File: src/rtl/core/riscv_call_return_tracer_defines.svh
// assertion macros used by the tracer top module
`ifndef RISCV_CALL_RETURN_TRACER_DEFINES_SVH
`define RISCV_CALL_RETURN_TRACER_DEFINES_SVH

// same-cycle implication
`define RCRT_ASSERT_NOW(label, clk, rst_n, ante, cons) \
    label: assert property (@(posedge clk) disable iff (!rst_n) (ante) |-> (cons)) \
        else $error("rcrt assertion failed");

// next-cycle implication
`define RCRT_ASSERT_NEXT(label, clk, rst_n, ante, cons) \
    label: assert property (@(posedge clk) disable iff (!rst_n) (ante) |=> (cons)) \
        else $error("rcrt assertion failed");

`endif

File: src/rtl/core/rcrt_pkg.sv
// shared types, constants and decode helpers of the call/return tracer
package rcrt_pkg;

    localparam int MAX_SYMBOLS_DEF = 64;
    localparam int DEPTH_MAX_DEF   = 1023;

    localparam int XLEN      = 32;
    localparam int COUNT_W   = 7;
    localparam int INDEX_W   = 6;
    localparam int DEPTH_O_W = 10;

    localparam logic       OP_WRITE = 1'b0;
    localparam logic       OP_TRACE = 1'b1;
    localparam logic       EVT_CALL = 1'b0;
    localparam logic       EVT_RET  = 1'b1;

    localparam logic [6:0] OPC_JAL  = 7'h6f;
    localparam logic [6:0] OPC_JALR = 7'h67;
    localparam logic [2:0] F3_JALR  = 3'b000;
    localparam logic [4:0] REG_ZERO = 5'd0;
    localparam logic [4:0] REG_RA   = 5'd1;
    localparam logic [4:0] REG_T0   = 5'd5;

    localparam int QUEUE_DEPTH = 2;
    localparam int QPTR_W      = $clog2(QUEUE_DEPTH);
    localparam int QCNT_W      = $clog2(QUEUE_DEPTH + 1);

    typedef enum logic [1:0] {
        CMD_WRITE,
        CMD_CALL,
        CMD_RET
    } t_cmd_op;

    // a holds start or pc, b holds size or next pc
    typedef struct packed {
        t_cmd_op            op;
        logic [INDEX_W-1:0] index;
        logic [XLEN-1:0]    a;
        logic [XLEN-1:0]    b;
        logic [XLEN-1:0]    addr;
    } t_cmd;

    typedef enum logic {
        BK_IDLE,
        BK_SCAN
    } t_back_state;

    typedef struct packed {
        logic scanning;
        logic entry_wr;
    } t_back_stat;

    function automatic logic [XLEN-1:0] jal_offset(input logic [XLEN-1:0] w);
        jal_offset = {{11{w[31]}}, w[31], w[19:12], w[20], w[30:21], 1'b0};
    endfunction

endpackage

File: src/rtl/core/rcrt_front.sv
// front end: accepts beats, decodes calls and returns, feeds the command queue
module rcrt_front (
    input  logic                            i_valid,
    output logic                            o_stall,
    input  logic                            i_operation,
    input  logic [rcrt_pkg::INDEX_W-1:0]    i_entry_index,
    input  logic [rcrt_pkg::XLEN-1:0]       i_entry_start,
    input  logic [rcrt_pkg::XLEN-1:0]       i_entry_size,
    input  logic [rcrt_pkg::XLEN-1:0]       i_pc,
    input  logic [rcrt_pkg::XLEN-1:0]       i_instruction,
    input  logic [rcrt_pkg::XLEN-1:0]       i_next_pc,
    input  logic [rcrt_pkg::COUNT_W-1:0]    i_symbol_count,
    input  logic                            i_q_full,
    output logic                            o_push,
    output rcrt_pkg::t_cmd                  o_cmd
);

    logic       accept;
    logic [4:0] rd;
    logic [4:0] rs1;
    logic       is_jal;
    logic       is_jalr;
    logic       link_rd;
    logic       is_event;

    assign o_stall = i_q_full;
    assign accept  = i_valid && !i_q_full;

    assign rd      = i_instruction[11:7];
    assign rs1     = i_instruction[19:15];
    assign is_jal  = i_instruction[6:0] == rcrt_pkg::OPC_JAL;
    assign is_jalr = (i_instruction[6:0] == rcrt_pkg::OPC_JALR) &&
                     (i_instruction[14:12] == rcrt_pkg::F3_JALR);
    assign link_rd = (rd == rcrt_pkg::REG_RA) || (rd == rcrt_pkg::REG_T0);

    always_comb begin
        is_event   = 1'b0;
        o_cmd.op   = rcrt_pkg::CMD_WRITE;
        o_cmd.addr = i_next_pc;
        if (i_operation == rcrt_pkg::OP_WRITE) begin
            o_cmd.op = rcrt_pkg::CMD_WRITE;
        end else if (is_jal && link_rd) begin
            is_event   = 1'b1;
            o_cmd.op   = rcrt_pkg::CMD_CALL;
            o_cmd.addr = i_pc + rcrt_pkg::jal_offset(i_instruction);
        end else if (is_jalr && rd == rcrt_pkg::REG_ZERO && rs1 == rcrt_pkg::REG_RA) begin
            is_event = 1'b1;
            o_cmd.op = rcrt_pkg::CMD_RET;
        end else if (is_jalr && link_rd) begin
            is_event = 1'b1;
            o_cmd.op = rcrt_pkg::CMD_CALL;
        end
        o_cmd.index = i_entry_index;
        o_cmd.a     = (i_operation == rcrt_pkg::OP_WRITE) ? i_entry_start : i_pc;
        o_cmd.b     = (i_operation == rcrt_pkg::OP_WRITE) ? i_entry_size  : i_next_pc;
    end

    // tracing is off while no symbols are loaded; such beats are dropped here
    assign o_push = accept && ((i_operation == rcrt_pkg::OP_WRITE) ||
                               (is_event && (i_symbol_count != '0)));

endmodule

File: src/rtl/core/rcrt_queue.sv
// short command queue between the decode front end and the lookup back end
module rcrt_queue (
    input  logic            i_clk,
    input  logic            i_rst_n,
    input  logic            i_push,
    input  rcrt_pkg::t_cmd  i_data,
    output logic            o_full,
    output logic            o_valid,
    output rcrt_pkg::t_cmd  o_data,
    input  logic            i_pop
);

    rcrt_pkg::t_cmd                     r_slot [rcrt_pkg::QUEUE_DEPTH];
    logic [rcrt_pkg::QPTR_W-1:0]        r_wr_ptr;
    logic [rcrt_pkg::QPTR_W-1:0]        r_rd_ptr;
    logic [rcrt_pkg::QCNT_W-1:0]        r_count;

    assign o_full  = r_count == rcrt_pkg::QCNT_W'(rcrt_pkg::QUEUE_DEPTH);
    assign o_valid = r_count != '0;
    assign o_data  = r_slot[r_rd_ptr];

    always_ff @(posedge i_clk) begin
        if (!i_rst_n) begin
            r_wr_ptr <= '0;
            r_rd_ptr <= '0;
            r_count  <= '0;
        end else begin
            if (i_push) begin
                r_wr_ptr <= r_wr_ptr + 1'b1;
            end
            if (i_pop) begin
                r_rd_ptr <= r_rd_ptr + 1'b1;
            end
            case ({i_push, i_pop})
                2'b10:   r_count <= r_count + 1'b1;
                2'b01:   r_count <= r_count - 1'b1;
                default: r_count <= r_count;
            endcase
        end
    end

    always_ff @(posedge i_clk) begin
        if (i_push) begin
            r_slot[r_wr_ptr] <= i_data;
        end
    end

endmodule

File: src/rtl/core/rcrt_back.sv
// back end: symbol table memory, nesting depth, table scan and result register
module rcrt_back #(
    parameter int MAX_SYMBOLS = rcrt_pkg::MAX_SYMBOLS_DEF,
    parameter int DEPTH_MAX   = rcrt_pkg::DEPTH_MAX_DEF
) (
    input  logic                            i_clk,
    input  logic                            i_rst_n,
    input  logic [rcrt_pkg::COUNT_W-1:0]    i_symbol_count,
    input  logic                            i_q_valid,
    input  rcrt_pkg::t_cmd                  i_cmd,
    output logic                            o_pop,
    output logic                            o_valid,
    input  logic                            i_stall,
    output logic                            o_event_kind,
    output logic [rcrt_pkg::XLEN-1:0]       o_event_pc,
    output logic [rcrt_pkg::XLEN-1:0]       o_event_target,
    output logic [rcrt_pkg::DEPTH_O_W-1:0]  o_nesting_depth,
    output logic                            o_symbol_found,
    output logic [rcrt_pkg::INDEX_W-1:0]    o_symbol_index,
    output rcrt_pkg::t_back_stat            o_stat
);

    localparam int IDX_W   = (MAX_SYMBOLS > 1) ? $clog2(MAX_SYMBOLS) : 1;
    localparam int CNT_W   = $clog2(MAX_SYMBOLS + 1);
    localparam int LIM_W   = (CNT_W > rcrt_pkg::COUNT_W) ? CNT_W : rcrt_pkg::COUNT_W;
    localparam int SLOT_W  = (CNT_W > rcrt_pkg::INDEX_W) ? CNT_W : rcrt_pkg::INDEX_W;
    localparam int DEPTH_W = $clog2(DEPTH_MAX + 1);
    localparam int DOUT_W  = (DEPTH_W > rcrt_pkg::DEPTH_O_W) ? DEPTH_W : rcrt_pkg::DEPTH_O_W;

    logic [rcrt_pkg::XLEN-1:0]  mem_start [MAX_SYMBOLS];
    logic [rcrt_pkg::XLEN-1:0]  mem_size  [MAX_SYMBOLS];

    rcrt_pkg::t_back_state      r_state;
    rcrt_pkg::t_back_state      n_state;
    logic [DEPTH_W-1:0]         r_depth;
    logic [CNT_W-1:0]           r_limit;
    logic [CNT_W-1:0]           r_issue;
    logic                       r_cmp_vld;
    logic [CNT_W-1:0]           r_cmp_idx;
    logic [rcrt_pkg::XLEN-1:0]  r_rd_start;
    logic [rcrt_pkg::XLEN-1:0]  r_rd_size;
    logic [rcrt_pkg::XLEN-1:0]  r_addr;
    logic                       r_kind;
    logic [rcrt_pkg::XLEN-1:0]  r_pc;
    logic [rcrt_pkg::XLEN-1:0]  r_target;
    logic [DEPTH_W-1:0]         r_ev_depth;
    logic                       r_out_valid;
    logic                       r_out_kind;
    logic [rcrt_pkg::XLEN-1:0]  r_out_pc;
    logic [rcrt_pkg::XLEN-1:0]  r_out_target;
    logic [DEPTH_W-1:0]         r_out_depth;
    logic                       r_out_found;
    logic [rcrt_pkg::INDEX_W-1:0] r_out_index;

    logic                       pop_write;
    logic                       pop_trace;
    logic [SLOT_W-1:0]          wr_idx_ext;
    logic                       wr_ok;
    logic [IDX_W-1:0]           wr_addr;
    logic [IDX_W-1:0]           rd_addr;
    logic [LIM_W-1:0]           count_ext;
    logic [CNT_W-1:0]           limit;
    logic [rcrt_pkg::XLEN-1:0]  span;
    logic [rcrt_pkg::XLEN-1:0]  offset;
    logic                       in_range;
    logic                       scan_hit;
    logic                       scan_last;
    logic                       scan_done;
    logic [SLOT_W-1:0]          hit_idx_ext;
    logic [DOUT_W-1:0]          depth_ext;

    assign pop_write = o_pop && (i_cmd.op == rcrt_pkg::CMD_WRITE);
    assign pop_trace = o_pop && (i_cmd.op != rcrt_pkg::CMD_WRITE);

    assign wr_idx_ext = SLOT_W'(i_cmd.index);
    assign wr_ok      = wr_idx_ext < SLOT_W'(MAX_SYMBOLS);
    assign wr_addr    = wr_idx_ext[IDX_W-1:0];
    assign rd_addr    = r_issue[IDX_W-1:0];

    // counts beyond the table size act as the table size
    assign count_ext = LIM_W'(i_symbol_count);
    assign limit     = (count_ext > LIM_W'(MAX_SYMBOLS)) ? CNT_W'(MAX_SYMBOLS)
                                                         : count_ext[CNT_W-1:0];

    // start <= addr < start + len without wrap, len of zero taken as four
    assign span      = (r_rd_size == '0) ? rcrt_pkg::XLEN'(4) : r_rd_size;
    assign offset    = r_addr - r_rd_start;
    assign in_range  = (r_addr >= r_rd_start) && (offset < span);
    assign scan_hit  = r_cmp_vld && in_range;
    assign scan_last = r_cmp_vld && (r_cmp_idx == r_limit - 1'b1);
    assign scan_done = (r_state == rcrt_pkg::BK_SCAN) && (scan_hit || scan_last);

    assign hit_idx_ext = SLOT_W'(r_cmp_idx);

    // next state
    always_comb begin
        n_state = r_state;
        unique case (r_state)
            rcrt_pkg::BK_IDLE: begin
                if (pop_trace) begin
                    n_state = rcrt_pkg::BK_SCAN;
                end
            end
            rcrt_pkg::BK_SCAN: begin
                if (scan_done) begin
                    n_state = rcrt_pkg::BK_IDLE;
                end
            end
            default: n_state = rcrt_pkg::BK_IDLE;
        endcase
    end

    // outputs of the state machine
    always_comb begin
        o_pop           = 1'b0;
        o_stat.scanning = 1'b0;
        unique case (r_state)
            rcrt_pkg::BK_IDLE: begin
                // a lookup starts only when the result register will be free
                o_pop = i_q_valid && ((i_cmd.op == rcrt_pkg::CMD_WRITE) ||
                                      !r_out_valid || !i_stall);
            end
            rcrt_pkg::BK_SCAN: begin
                o_stat.scanning = 1'b1;
            end
            default: begin
                o_pop = 1'b0;
            end
        endcase
        o_stat.entry_wr = pop_write && wr_ok;
    end

    always_ff @(posedge i_clk) begin
        if (!i_rst_n) begin
            r_state     <= rcrt_pkg::BK_IDLE;
            r_depth     <= '0;
            r_cmp_vld   <= 1'b0;
            r_out_valid <= 1'b0;
        end else begin
            r_state   <= n_state;
            r_cmp_vld <= (r_state == rcrt_pkg::BK_SCAN) && !scan_done && (r_issue < r_limit);
            if (pop_write && wr_ok) begin
                r_depth <= '0;
            end else if (pop_trace && i_cmd.op == rcrt_pkg::CMD_CALL) begin
                if (r_depth < DEPTH_W'(DEPTH_MAX)) begin
                    r_depth <= r_depth + 1'b1;
                end
            end else if (pop_trace && i_cmd.op == rcrt_pkg::CMD_RET) begin
                if (r_depth != '0) begin
                    r_depth <= r_depth - 1'b1;
                end
            end
            if (scan_done) begin
                r_out_valid <= 1'b1;
            end else if (r_out_valid && !i_stall) begin
                r_out_valid <= 1'b0;
            end
        end
    end

    always_ff @(posedge i_clk) begin
        if (pop_trace) begin
            r_issue  <= '0;
            r_limit  <= limit;
            r_addr   <= i_cmd.addr;
            r_pc     <= i_cmd.a;
            r_target <= i_cmd.b;
            if (i_cmd.op == rcrt_pkg::CMD_RET) begin
                r_kind     <= rcrt_pkg::EVT_RET;
                r_ev_depth <= (r_depth != '0) ? r_depth - 1'b1 : r_depth;
            end else begin
                r_kind     <= rcrt_pkg::EVT_CALL;
                r_ev_depth <= r_depth;
            end
        end else if (r_state == rcrt_pkg::BK_SCAN) begin
            r_issue <= r_issue + 1'b1;
        end
        r_cmp_idx <= r_issue;
        if (scan_done) begin
            r_out_kind   <= r_kind;
            r_out_pc     <= r_pc;
            r_out_target <= r_target;
            r_out_depth  <= r_ev_depth;
            r_out_found  <= scan_hit;
            r_out_index  <= scan_hit ? hit_idx_ext[rcrt_pkg::INDEX_W-1:0] : '0;
        end
    end

    // symbol table, one write port and one registered read port
    always_ff @(posedge i_clk) begin
        if (pop_write && wr_ok) begin
            mem_start[wr_addr] <= i_cmd.a;
            mem_size[wr_addr]  <= i_cmd.b;
        end
        r_rd_start <= mem_start[rd_addr];
        r_rd_size  <= mem_size[rd_addr];
    end

    assign depth_ext       = DOUT_W'(r_out_depth);
    assign o_valid         = r_out_valid;
    assign o_event_kind    = r_out_kind;
    assign o_event_pc      = r_out_pc;
    assign o_event_target  = r_out_target;
    assign o_nesting_depth = depth_ext[rcrt_pkg::DEPTH_O_W-1:0];
    assign o_symbol_found  = r_out_found;
    assign o_symbol_index  = r_out_index;

endmodule

File: src/rtl/core/riscv_call_return_tracer.sv
// Function call/return tracer for retired RV32 instructions. Input beats either
// write a symbol table slot (start, size) or present one retired instruction;
// JAL/JALR with rd x1 or x5 is reported as a call and JALR with rd x0 and rs1 x1
// as a return, with the nesting depth and the first table entry covering the
// target. The input side takes one beat per cycle while its two-entry command
// queue has room; instructions other than calls and returns, and trace beats
// seen while the symbol count is zero, are dropped at the front and cost nothing
// further. For a call or return the back end scans table entries, one per
// cycle, up to the first hit or min(symbol_count, MAX_SYMBOLS) entries on a
// miss, and takes no command meanwhile. symbol_count is written through
// i_cfg_we/i_cfg_wdata by the user only while idle; not enforced by the block.
`include "riscv_call_return_tracer_defines.svh"

module riscv_call_return_tracer #(
    parameter int MAX_SYMBOLS = rcrt_pkg::MAX_SYMBOLS_DEF,
    parameter int DEPTH_MAX   = rcrt_pkg::DEPTH_MAX_DEF
) (
    input  logic                            i_clk,
    input  logic                            i_rst_n,
    input  logic                            i_cfg_we,
    input  logic [rcrt_pkg::COUNT_W-1:0]    i_cfg_wdata,
    input  logic                            i_valid,
    output logic                            o_stall,
    input  logic                            i_operation,
    input  logic [rcrt_pkg::INDEX_W-1:0]    i_entry_index,
    input  logic [rcrt_pkg::XLEN-1:0]       i_entry_start,
    input  logic [rcrt_pkg::XLEN-1:0]       i_entry_size,
    input  logic [rcrt_pkg::XLEN-1:0]       i_pc,
    input  logic [rcrt_pkg::XLEN-1:0]       i_instruction,
    input  logic [rcrt_pkg::XLEN-1:0]       i_next_pc,
    output logic                            o_valid,
    input  logic                            i_stall,
    output logic                            o_event_kind,
    output logic [rcrt_pkg::XLEN-1:0]       o_event_pc,
    output logic [rcrt_pkg::XLEN-1:0]       o_event_target,
    output logic [rcrt_pkg::DEPTH_O_W-1:0]  o_nesting_depth,
    output logic                            o_symbol_found,
    output logic [rcrt_pkg::INDEX_W-1:0]    o_symbol_index
);

    logic [rcrt_pkg::COUNT_W-1:0]   r_symbol_count;
    logic                           q_push;
    logic                           q_full;
    logic                           q_valid;
    logic                           q_pop;
    logic                           q_pop_trace;
    rcrt_pkg::t_cmd                 push_cmd;
    rcrt_pkg::t_cmd                 q_cmd;
    rcrt_pkg::t_back_stat           bk_stat;

    always_ff @(posedge i_clk) begin
        if (!i_rst_n) begin
            r_symbol_count <= '0;
        end else if (i_cfg_we) begin
            r_symbol_count <= i_cfg_wdata;
        end
    end

    rcrt_front u_front (
        .i_valid        (i_valid),
        .o_stall        (o_stall),
        .i_operation    (i_operation),
        .i_entry_index  (i_entry_index),
        .i_entry_start  (i_entry_start),
        .i_entry_size   (i_entry_size),
        .i_pc           (i_pc),
        .i_instruction  (i_instruction),
        .i_next_pc      (i_next_pc),
        .i_symbol_count (r_symbol_count),
        .i_q_full       (q_full),
        .o_push         (q_push),
        .o_cmd          (push_cmd)
    );

    rcrt_queue u_queue (
        .i_clk   (i_clk),
        .i_rst_n (i_rst_n),
        .i_push  (q_push),
        .i_data  (push_cmd),
        .o_full  (q_full),
        .o_valid (q_valid),
        .o_data  (q_cmd),
        .i_pop   (q_pop)
    );

    rcrt_back #(
        .MAX_SYMBOLS (MAX_SYMBOLS),
        .DEPTH_MAX   (DEPTH_MAX)
    ) u_back (
        .i_clk           (i_clk),
        .i_rst_n         (i_rst_n),
        .i_symbol_count  (r_symbol_count),
        .i_q_valid       (q_valid),
        .i_cmd           (q_cmd),
        .o_pop           (q_pop),
        .o_valid         (o_valid),
        .i_stall         (i_stall),
        .o_event_kind    (o_event_kind),
        .o_event_pc      (o_event_pc),
        .o_event_target  (o_event_target),
        .o_nesting_depth (o_nesting_depth),
        .o_symbol_found  (o_symbol_found),
        .o_symbol_index  (o_symbol_index),
        .o_stat          (bk_stat)
    );

    assign q_pop_trace = q_pop && (q_cmd.op != rcrt_pkg::CMD_WRITE);

    `RCRT_ASSERT_NOW(a_no_overflow, i_clk, i_rst_n, q_push, !q_full)
    `RCRT_ASSERT_NOW(a_no_underflow, i_clk, i_rst_n, q_pop, q_valid)
    `RCRT_ASSERT_NEXT(a_trace_scans, i_clk, i_rst_n, q_pop_trace, bk_stat.scanning)
    `RCRT_ASSERT_NOW(a_result_after_scan, i_clk, i_rst_n, $rose(o_valid), $past(bk_stat.scanning))
    `RCRT_ASSERT_NOW(a_table_write_popped, i_clk, i_rst_n, bk_stat.entry_wr, q_pop && !bk_stat.scanning)

endmodule

File: config.mk
export PLATFORM = sky130hd
export DESIGN_NAME = riscv_call_return_tracer
export DESIGN_NICKNAME = d
export VERILOG_FILES = /design/src/rtl/core/rcrt_pkg.sv /design/src/rtl/core/rcrt_front.sv /design/src/rtl/core/rcrt_queue.sv /design/src/rtl/core/rcrt_back.sv /design/src/rtl/core/riscv_call_return_tracer.sv
export VERILOG_INCLUDE_DIRS = /design/src /design/src/rtl/core
export SDC_FILE = /design/constraint.sdc
export NUM_CORES = 2
export LEC_CHECK = 0
export BUFFER_PORTS_ARGS = -buffer_cell sky130_fd_sc_hd__buf_2
export CELL_PAD_IN_SITES_DETAIL_PLACEMENT = 1
export CELL_PAD_IN_SITES_GLOBAL_PLACEMENT = 1
export CORE_MARGIN = 5
export CORE_UTILIZATION = 50
export DETAILED_ROUTE_END_ITERATION = 6
export GPL_TIMING_DRIVEN = 1
export PLACE_DENSITY = 0.73
export SYNTH_ARGS = -nofsm -noshare
export SYNTH_HDL_FRONTEND = slang
export SYNTH_HIERARCHICAL = 1
export SYNTH_MEMORY_MAX_BITS = 65536
export SYNTH_SLANG_ARGS = --single-unit
File: constraint.sdc
create_clock -name i_clk -period 6.6 [get_ports i_clk]
set_clock_uncertainty 0.2 [all_clocks]
set_input_delay 0.66 -clock i_clk [delete_from_list [all_inputs] [get_ports i_clk]]
set_output_delay 0.66 -clock i_clk [all_outputs]
set_load 0.01 [all_outputs]
==> out/metrics.csv <==
metric,value,unit
grtUsageTotal,28.2,%
hold_path_class,input port to register,
status,"finished, final reports clean",
start_kind,register,
synthCells,7523,
dp_hpwl,291000,um
nFillCells,29500,
grt_first_pass_wirelength,726000,um
timing.rr.start,u_back/r_addr[8]$_DFFE_PP_,
grt_overflow_total,0,
clk_path_buf_depth,4,
setup_violations,0,
yosys_warnings,6,
critPathMaxFanout,16,
root_buffer,clkbuf_16,
syn_to_final_growth,14.5,%
drc,0,
path_clk_slew,0.06,ns
period_share,94.3,%
cts_made_buffers,450,
max_freq,0.161,GHz
r2r_cells,19,
path_class,register to register,
pre_cts_slack,0.491,ns
grt_max_degree,116,
cp-endpoint,u_back/o_nesting_depth[5]$_DFFE_PP_,
r2r-end,u_back/o_nesting_depth[5]$_DFFE_PP_,
syn_area,178000,um^2
syn_nets,7808,
finalNonFillerCells,13400,
nNetsFinal,8547,
cap_viol_max_count,0,
coreArea,355000,um^2
dp_cells,12400,
first_pass_iters,5,
ir_worst_vdd,0.000307,V
final_cell_mix,"edfxtp_1 (4,500), mux4_2 (1,344), clkbuf_16 (457), buf_2 (261), dlygate4sd3_1 (168)",
worst_slack,0.378,ns
start_util,50.1,%
fin_crit,6.22,ns
wl_per_cell,38.4,um
tns,0,ns
num_rows,219,
rrSetupSlack,0.38,ns
power_density,395,nW/um^2
portBuffers,262,
grt_pass1_vias,90700,
antenna_found_initial,34,
cts_tree,built,
hold_depth,4,
routed_via_density,6.49,
relSlewSlack,3.57,%
dr_total_vias,87300,
wirelength,517000,um
pin_count,263,
die_y,606,um
fp.dieW,606,um
avgSynthCellArea,23.6,um^2
clock-sinks,4603,
crit_arrival,6.66,ns
worst_slew_pin_slew,1.44,ns
end_kind,register,
drv_slew,0,
p_leak,63.5,nW
hold_viol,0,
htreeDepth,5,
drive_gt1_share,32.0,%
crit_path_start,u_back/r_addr[8]$_DFFE_PP_,
insertion_delay,1.00,ns
grt_setup_unrepaired,no,
drt_iter0_drc,11700,
crit_required,7.04,ns
drtAntennaViolNets,0,
gp_congestion,0.925,
final_common_cell,edfxtp_1,
die_area,368000,um^2
[timing repair]
action,in CTS,in global routing
buffers inserted,0,0
gates resized for setup,0,0
hold buffers,168,0
hold endpoints to repair,177,0
[worst min-delay path by stage]
stage                              startpoint                          endpoint
6_report                              i_valid     u_queue/r_wr_ptr$_SDFFE_PN0P_
5_1_grt                         i_next_pc[27]   u_queue/r_slot[1][59]$_DFFE_PP_
4_1_cts                      i_instruction[4]  u_queue/r_slot[0][102]$_DFFE_PP_
3_5_place_dp   u_back/r_issue[6]$_SDFFE_PP0P_     u_back/hit_idx_ext[6]$_DFF_P_
3_3_place_gp   u_back/r_issue[6]$_SDFFE_PP0P_     u_back/hit_idx_ext[6]$_DFF_P_
2_1_floorplan  u_back/r_issue[0]$_SDFFE_PP0P_     u_back/hit_idx_ext[0]$_DFF_P_
[per-layer routing]
layer | vias up | global-route usage [%] | routed length [um]
met4 | 6 | 13.2 | 28800
met1 | 47300 | 37.8 | 187000
met5 | - | 0 | 54
met2 | 5313 | 45.2 | 252000
met3 | 1056 | 5.42 | 48600
li1 | 33700 | - | -
[worst max-delay path, stage by stage (launching register included)]
cell and delay, ns:
edfxtp_1 0.38, ha_1 0.40, and4_1 0.30, nand3_1 0.09
a21oi_1 0.29, nor3_1 0.14, o31ai_1 0.70, a31oi_1 0.22
o21a_1 0.23, a311oi_1 0.24, ha_1 0.31, a21oi_1 0.15
nor2b_1 0.06, o21ai_0 0.16, o2111ai_1 0.15, a21oi_1 0.15
o21a_1 0.38, o21a_1 0.24, o21a_4 0.66, buf_4 0.36
[layout make-up]
class | count | area, um^2 | area share [%]
sequential | 4603 | 137000 | 67.4
multi-input combinational | 2455 | 39100 | 19.2
tap | 4751 | 5940 | 2.92
timing repair buffer | 656 | 5690 | 2.80
antenna | 46 | 115 | 0.0566
inverter | 96 | 360 | 0.177
clock inverter | 297 | 3250 | 1.60
clock buffer | 544 | 11800 | 5.80
[sequential cells by signal, summed over array words and instances, names as in the netlist, 2 cells and up, named ones only]
name and cells:
u_back/r_limit 7, u_back/r_depth 10, u_back/r_rd_start 32, u_back/mem_size 2048, u_back/r_issue 7, u_back/r_rd_size 32, u_back/r_pc 32, u_queue/r_count 2
u_back/hit_idx_ext 7, r_symbol_count 7, u_queue/r_slot 208, u_back/r_target 32, u_back/r_ev_depth 10, u_back/o_symbol_index 6, u_back/o_nesting_depth 10, u_back/r_addr 32
u_back/o_event_pc 32, u_back/mem_start 2048, u_back/o_event_target 32
[metrics by stage]
stage / hold WS, ns / power, mW / utilization, % / area [um^2]
5_1_grt: 0.0634 / 83.6 / 57.3 / 203000
6_report: 0.0859 / 80.5 / 57.3 / 204000
2_1_floorplan: 0.152 / 48.6 / - / 178000
3_5_place_dp: 0.180 / 54.9 / 52.6 / 187000
3_3_place_gp: 0.176 / 54.4 / 52.6 / 187000
4_1_cts: 0.0155 / 81.0 / 57.3 / 203000
[report_power, final]
part / switching (mW) / internal (mW)
registers: 0.590 / 34.5
clock network: 11.2 / 15.0
logic: 10.7 / 8.49
No activity file was read; power rests on OpenSTA's default activity.
